### config.mk
export PLATFORM = sky130hd
export DESIGN_NAME = dbrt_ctrl
export DESIGN_NICKNAME = d
export VERILOG_FILES = /design/src/dbrt_pkg.sv /design/src/dbrt_ctrl.sv
export SDC_FILE = /design/constraint.sdc
export NUM_CORES = 1
export LEC_CHECK = 0
export BUFFER_PORTS_ARGS = -buffer_cell sky130_fd_sc_hd__buf_2
export CAP_MARGIN = 20
export CORE_AREA = 5 5 42 44
export DETAILED_ROUTE_END_ITERATION = 7
export DIE_AREA = 0 0 47 49
export PLACE_DENSITY = 0.68
export SETUP_SLACK_MARGIN = 0.5
export SLEW_MARGIN = 20
export SYNTH_ARGS = -nofsm -noshare
export SYNTH_HDL_FRONTEND = slang
export SYNTH_SLANG_ARGS = --single-unit
### constraint.sdc
create_clock -name clock -period 1.5 [get_ports clock]
set_input_delay 0.075 -clock clock [delete_from_list [all_inputs] [get_ports clock]]
set_output_delay 0.075 -clock clock [all_outputs]
set_load 0.005 [all_outputs]
### src/dbrt_pkg.sv
// Shared constants, types and command/status structs for the reservation table.
`timescale 1ns / 1ps
package dbrt_pkg;

   localparam int BKG_ENTRIES = 64;
   localparam int OVL_ENTRIES = 64;

   localparam int BKG_IDX_W = $clog2(BKG_ENTRIES);
   localparam int OVL_IDX_W = $clog2(OVL_ENTRIES);
   localparam int BKG_CNT_W = $clog2(BKG_ENTRIES + 1);
   localparam int OVL_CNT_W = $clog2(OVL_ENTRIES + 1);
   localparam int SCAN_W    = (BKG_CNT_W > OVL_CNT_W) ? BKG_CNT_W : OVL_CNT_W;

   localparam int TIME_W   = 32;
   localparam int STATUS_W = 2;

   typedef enum logic [STATUS_W-1:0] {
      STATUS_BOOKED = 2'd0,
      STATUS_TRIPLE = 2'd1,
      STATUS_FULL   = 2'd2
   } status_type;

   typedef struct packed {
      logic [TIME_W-1:0] lo;
      logic [TIME_W-1:0] hi;
   } span_type;

   typedef struct packed {
      logic load;
      logic clr_idx;
      logic ovl_rd;
      logic bkg_rd;
      logic commit;
   } cmd_type;

   typedef struct packed {
      logic ovl_end;
      logic bkg_end;
      logic rd_pend;
      logic ovl_hit;
      logic full;
   } stat_type;

endpackage

### src/dbrt_ctrl.sv
// Controller: sequences the two table scans, decides status and holds the result.
`timescale 1ns / 1ps
module dbrt_ctrl (
   input  logic                        clock,
   input  logic                        reset,
   input  logic                        req_valid,
   output logic                        req_ready,
   output logic                        rsp_valid,
   input  logic                        rsp_ready,
   output logic [dbrt_pkg::STATUS_W-1:0] rsp_status,
   output dbrt_pkg::cmd_type           cmd,
   input  dbrt_pkg::stat_type          stat
);
   import dbrt_pkg::*;

   typedef enum logic [1:0] {
      ST_IDLE,
      ST_SCAN_OVL,
      ST_SCAN_BKG,
      ST_DECIDE
   } state_type;

   state_type  state_ff;
   state_type  state_in;
   logic       triple_ff;
   logic       triple_in;
   logic       rsp_valid_ff;
   logic       rsp_valid_in;
   status_type rsp_status_ff;
   status_type rsp_status_in;
   logic       slot_free;

   assign slot_free = !rsp_valid_ff || rsp_ready;
   assign req_ready = (state_ff == ST_IDLE);

   always_comb begin
      state_in      = state_ff;
      triple_in     = triple_ff;
      rsp_valid_in  = rsp_valid_ff && !rsp_ready;
      rsp_status_in = rsp_status_ff;
      cmd           = '0;
      case (state_ff)
         ST_IDLE: begin
            if (req_valid) begin
               cmd.load  = 1'b1;
               triple_in = 1'b0;
               state_in  = ST_SCAN_OVL;
            end
         end
         ST_SCAN_OVL: begin
            cmd.ovl_rd = !stat.ovl_end;
            if (stat.ovl_hit) begin
               // drop the rest of the scan; reads in flight are ignored
               cmd.ovl_rd = 1'b0;
               triple_in  = 1'b1;
               state_in   = ST_DECIDE;
            end else if (stat.ovl_end && !stat.rd_pend) begin
               cmd.clr_idx = 1'b1;
               state_in    = ST_SCAN_BKG;
            end
         end
         ST_SCAN_BKG: begin
            cmd.bkg_rd = !stat.bkg_end;
            if (stat.bkg_end && !stat.rd_pend) begin
               state_in = ST_DECIDE;
            end
         end
         ST_DECIDE: begin
            if (slot_free) begin
               rsp_valid_in = 1'b1;
               if (triple_ff) begin
                  rsp_status_in = STATUS_TRIPLE;
               end else if (stat.full) begin
                  rsp_status_in = STATUS_FULL;
               end else begin
                  rsp_status_in = STATUS_BOOKED;
                  cmd.commit    = 1'b1;
               end
               state_in = ST_IDLE;
            end
         end
         default: begin
            state_in = ST_IDLE;
         end
      endcase
   end

   always_ff @(posedge clock) begin
      if (reset) begin
         state_ff      <= ST_IDLE;
         triple_ff     <= 1'b0;
         rsp_valid_ff  <= 1'b0;
         rsp_status_ff <= STATUS_BOOKED;
      end else begin
         state_ff      <= state_in;
         triple_ff     <= triple_in;
         rsp_valid_ff  <= rsp_valid_in;
         rsp_status_ff <= rsp_status_in;
      end
   end

   assign rsp_valid  = rsp_valid_ff;
   assign rsp_status = STATUS_W'(rsp_status_ff);

endmodule

==> out/qor.yml <==
yosys:
  syn_avg_cell_area_sq_um: 8.87
  postSynthCellCount: 46
  ys_warn_count: 0
  seq_area_frac_synth_pct: 29.4
  ys_types: 19
  synth_nets: 60
  ys_ff_latch: 6
  synth_area_sq_um: 408
timing:
  finClkSkew_ns: 0.00657
  rsz0062_at_grt: "true"
  fin_crit_sh_pct: 95.9
  fmax_ghz: 0.695
  period_needed_ns: 1.44
  timing.hold.ws_ns: 0.106
  setup_ws_ns: 0.0617
  worstMarginPinSlew_ns: 0.237
  fin_setup_tns_ns: 0
  setup_violations: 0
  max_slew_margin_pct: 84.2
  slew_violations: 0
  hold_viol_final: 0
global_route:
  grt_pass1_vias: 420
  grt_use_total_pct: 10.6
  grt.overflow.total: 0
  grt_pass1_wl_um: 1770
  grt_start_max_net_pins: 9
  antenna_found_initial: 0
layout:
  diodes: 0
  mostFrequentLayoutCell: "buf_2"
  post-route-util_pct: 51.1
  drive_above_1_share_pct: 66.7
  fill_cells: 140
  layout_common_cells: "buf_2, buf_4, nor2b_1, nor2_1, dfxtp_1"
  final_cell_area_sq_um: 716
  syn_to_final_growth_pct: 75.5
  final_nets: 90
  seq_area_sq_um: 128
  multi_input_comb_area_sq_um: 370
place:
  placed_area_sq_um: 564
  gp_routability_congestion: 0.725
  hpwl_um: 748
  portBuffers: 17
  place_ws_ns: 0.0569
critical_path:
  worstPathMaxFanout: 4
  critPathArrivalTime_ns: 1.60
  crit_path_start_kind: "flip-flop"
  critPathRequiredTime_ns: 1.66
  path_class: "flip-flop to flip-flop"
  worstRegToRegCells: 6
  rrSetupSlack_ns: 0.06
  critPathCaptureType: "flip-flop"
routing:
  post-route-drc-count: 0
  routed_wl_um: 1120
  postRouteAntennaNets: 0
  vias_per_cell: 4.65
  routedWlPerCell_um: 12.3
  first_pass_iters: 4
  route.vias.total: 423
  first_iter_violations: 3
pwr:
  cellLeakagePower_nw: 0.326
  power.density_nw_per_um2: 1570
  peakVddDrop_mv: 0.915
clocking:
  clockBufferDepth: 2
  ctsHtreeMaxLevel: 1
  cts.clk_slew.worst_paths_ns: 0.05
  cts_buffers: 3
  cts_hold_buffers: 0
  cts_tree: "built"
  clk_latency_ns: 0.25
  cts_root_buf: "clkbuf_4"
  clock-sinks: 6
min_path:
  holdPathStages: 2
  hold_class: "input pin to flip-flop"
die:
  die_x_um: 47
  core_area_sq_um: 1400
  start_util_pct: 29.1
  dieArea_sq_um: 2300
  fp-row-count: 14
  boundaryPins: 18
  die_y_um: 49
flow_run:
  max_cap_violations: 0
status:
  status: "completed"
state kept, by name, summed over array words and instances, names as in the netlist:
name	cells
rsp_status	2
state_ff	2
rsp_valid	1
triple_ff	1
logic make-up after synthesis:
group / after synthesis / share of synthesized area [%]
flip-flops: 6 / 29.4
adder cells (fa/ha/maj): 5 / 15.3
buffers and inverters: 3 / 2.76
AND/OR/NAND/NOR: 24 / 38.0
AO/OA/AOI/OAI: 6 / 9.51
multiplexers: 2 / 4.91
cells in the mapped netlist:
library cell,count,area (sq um)
a21oi_1,3,15.0
and2b_2,1,8.76
or3b_1,1,8.76
nand2_1,2,7.51
o31ai_1,1,7.51
ha_1,5,62.6
or4b_1,1,10.0
nor2b_4,1,13.8
inv_1,3,11.3
nor3_1,2,10.0
mux2i_1,2,20.0
a211oi_1,1,7.51
nor2b_1,5,31.3
nor2_1,5,18.8
o2bb2ai_1,1,8.76
dfxtp_1,6,120
nand2b_1,4,25.0
nand2b_4,1,13.8
and3_2,1,7.51
stage by stage:
stage,cells,total power [W]
finish,91,0.00112
floorplan,46,0.000573
detailed placement,79,0.000696
CTS,87,0.000975
global route,91,0.00122
global placement,79,0.000682
critical path, stage by stage, from the launching register on:
cell and delay (ns):
dfxtp_4 0.39, inv_4 0.06, ha_4 0.16, nor2b_4 0.13
a21oi_2 0.10, or4b_1 0.44, o31ai_1 0.07
what timing repair did:
item / in CTS / in global routing
pin swaps: 1 / 5
resized for setup: 3 / 11
setup endpoints to repair: 11 / 11
buffers inserted: 4 / 4
routing by layer:
layer | up-vias | global-route usage, % | share of wire, %
met5 | - | 0 | 0
met4 | 0 | 8.29 | 0
met3 | 0 | 1.48 | 2.6
met2 | 8 | 17.4 | 58
met1 | 203 | 11.5 | 40
li1 | 212 | - | -
report_power, final:
| part | total [W] | switching (W) | internal, W |
|---|---|---|---|
| logic | 0.000691 | 0.000288 | 0.000403 |
| registers | 0.000264 | 0.0000552 | 0.000208 |
| clock network | 0.000167 | 0.0000655 | 0.000101 |
| total | 0.00112 | 0.000409 | 0.000713 |
final cells by class:
cell class / instances / share of cell area (%)
Multi-Input combinational cell: 37 / 51.7
Timing Repair Buffer: 25 / 21.7
Sequential cell: 6 / 17.8
Clock buffer: 4 / 3.67
Tap cell: 16 / 2.80
Inverter: 3 / 2.27
path summary, 6_finish.rpt:
kind                       from       endpoint
setup / recovery    state_ff[0]    state_ff[0]
hold / removal            reset      triple_ff
setup reg to reg    state_ff[0]    state_ff[0]
hold reg to reg   rsp_status[1]  rsp_status[1]
No activity file was read; power rests on OpenSTA's default activity.
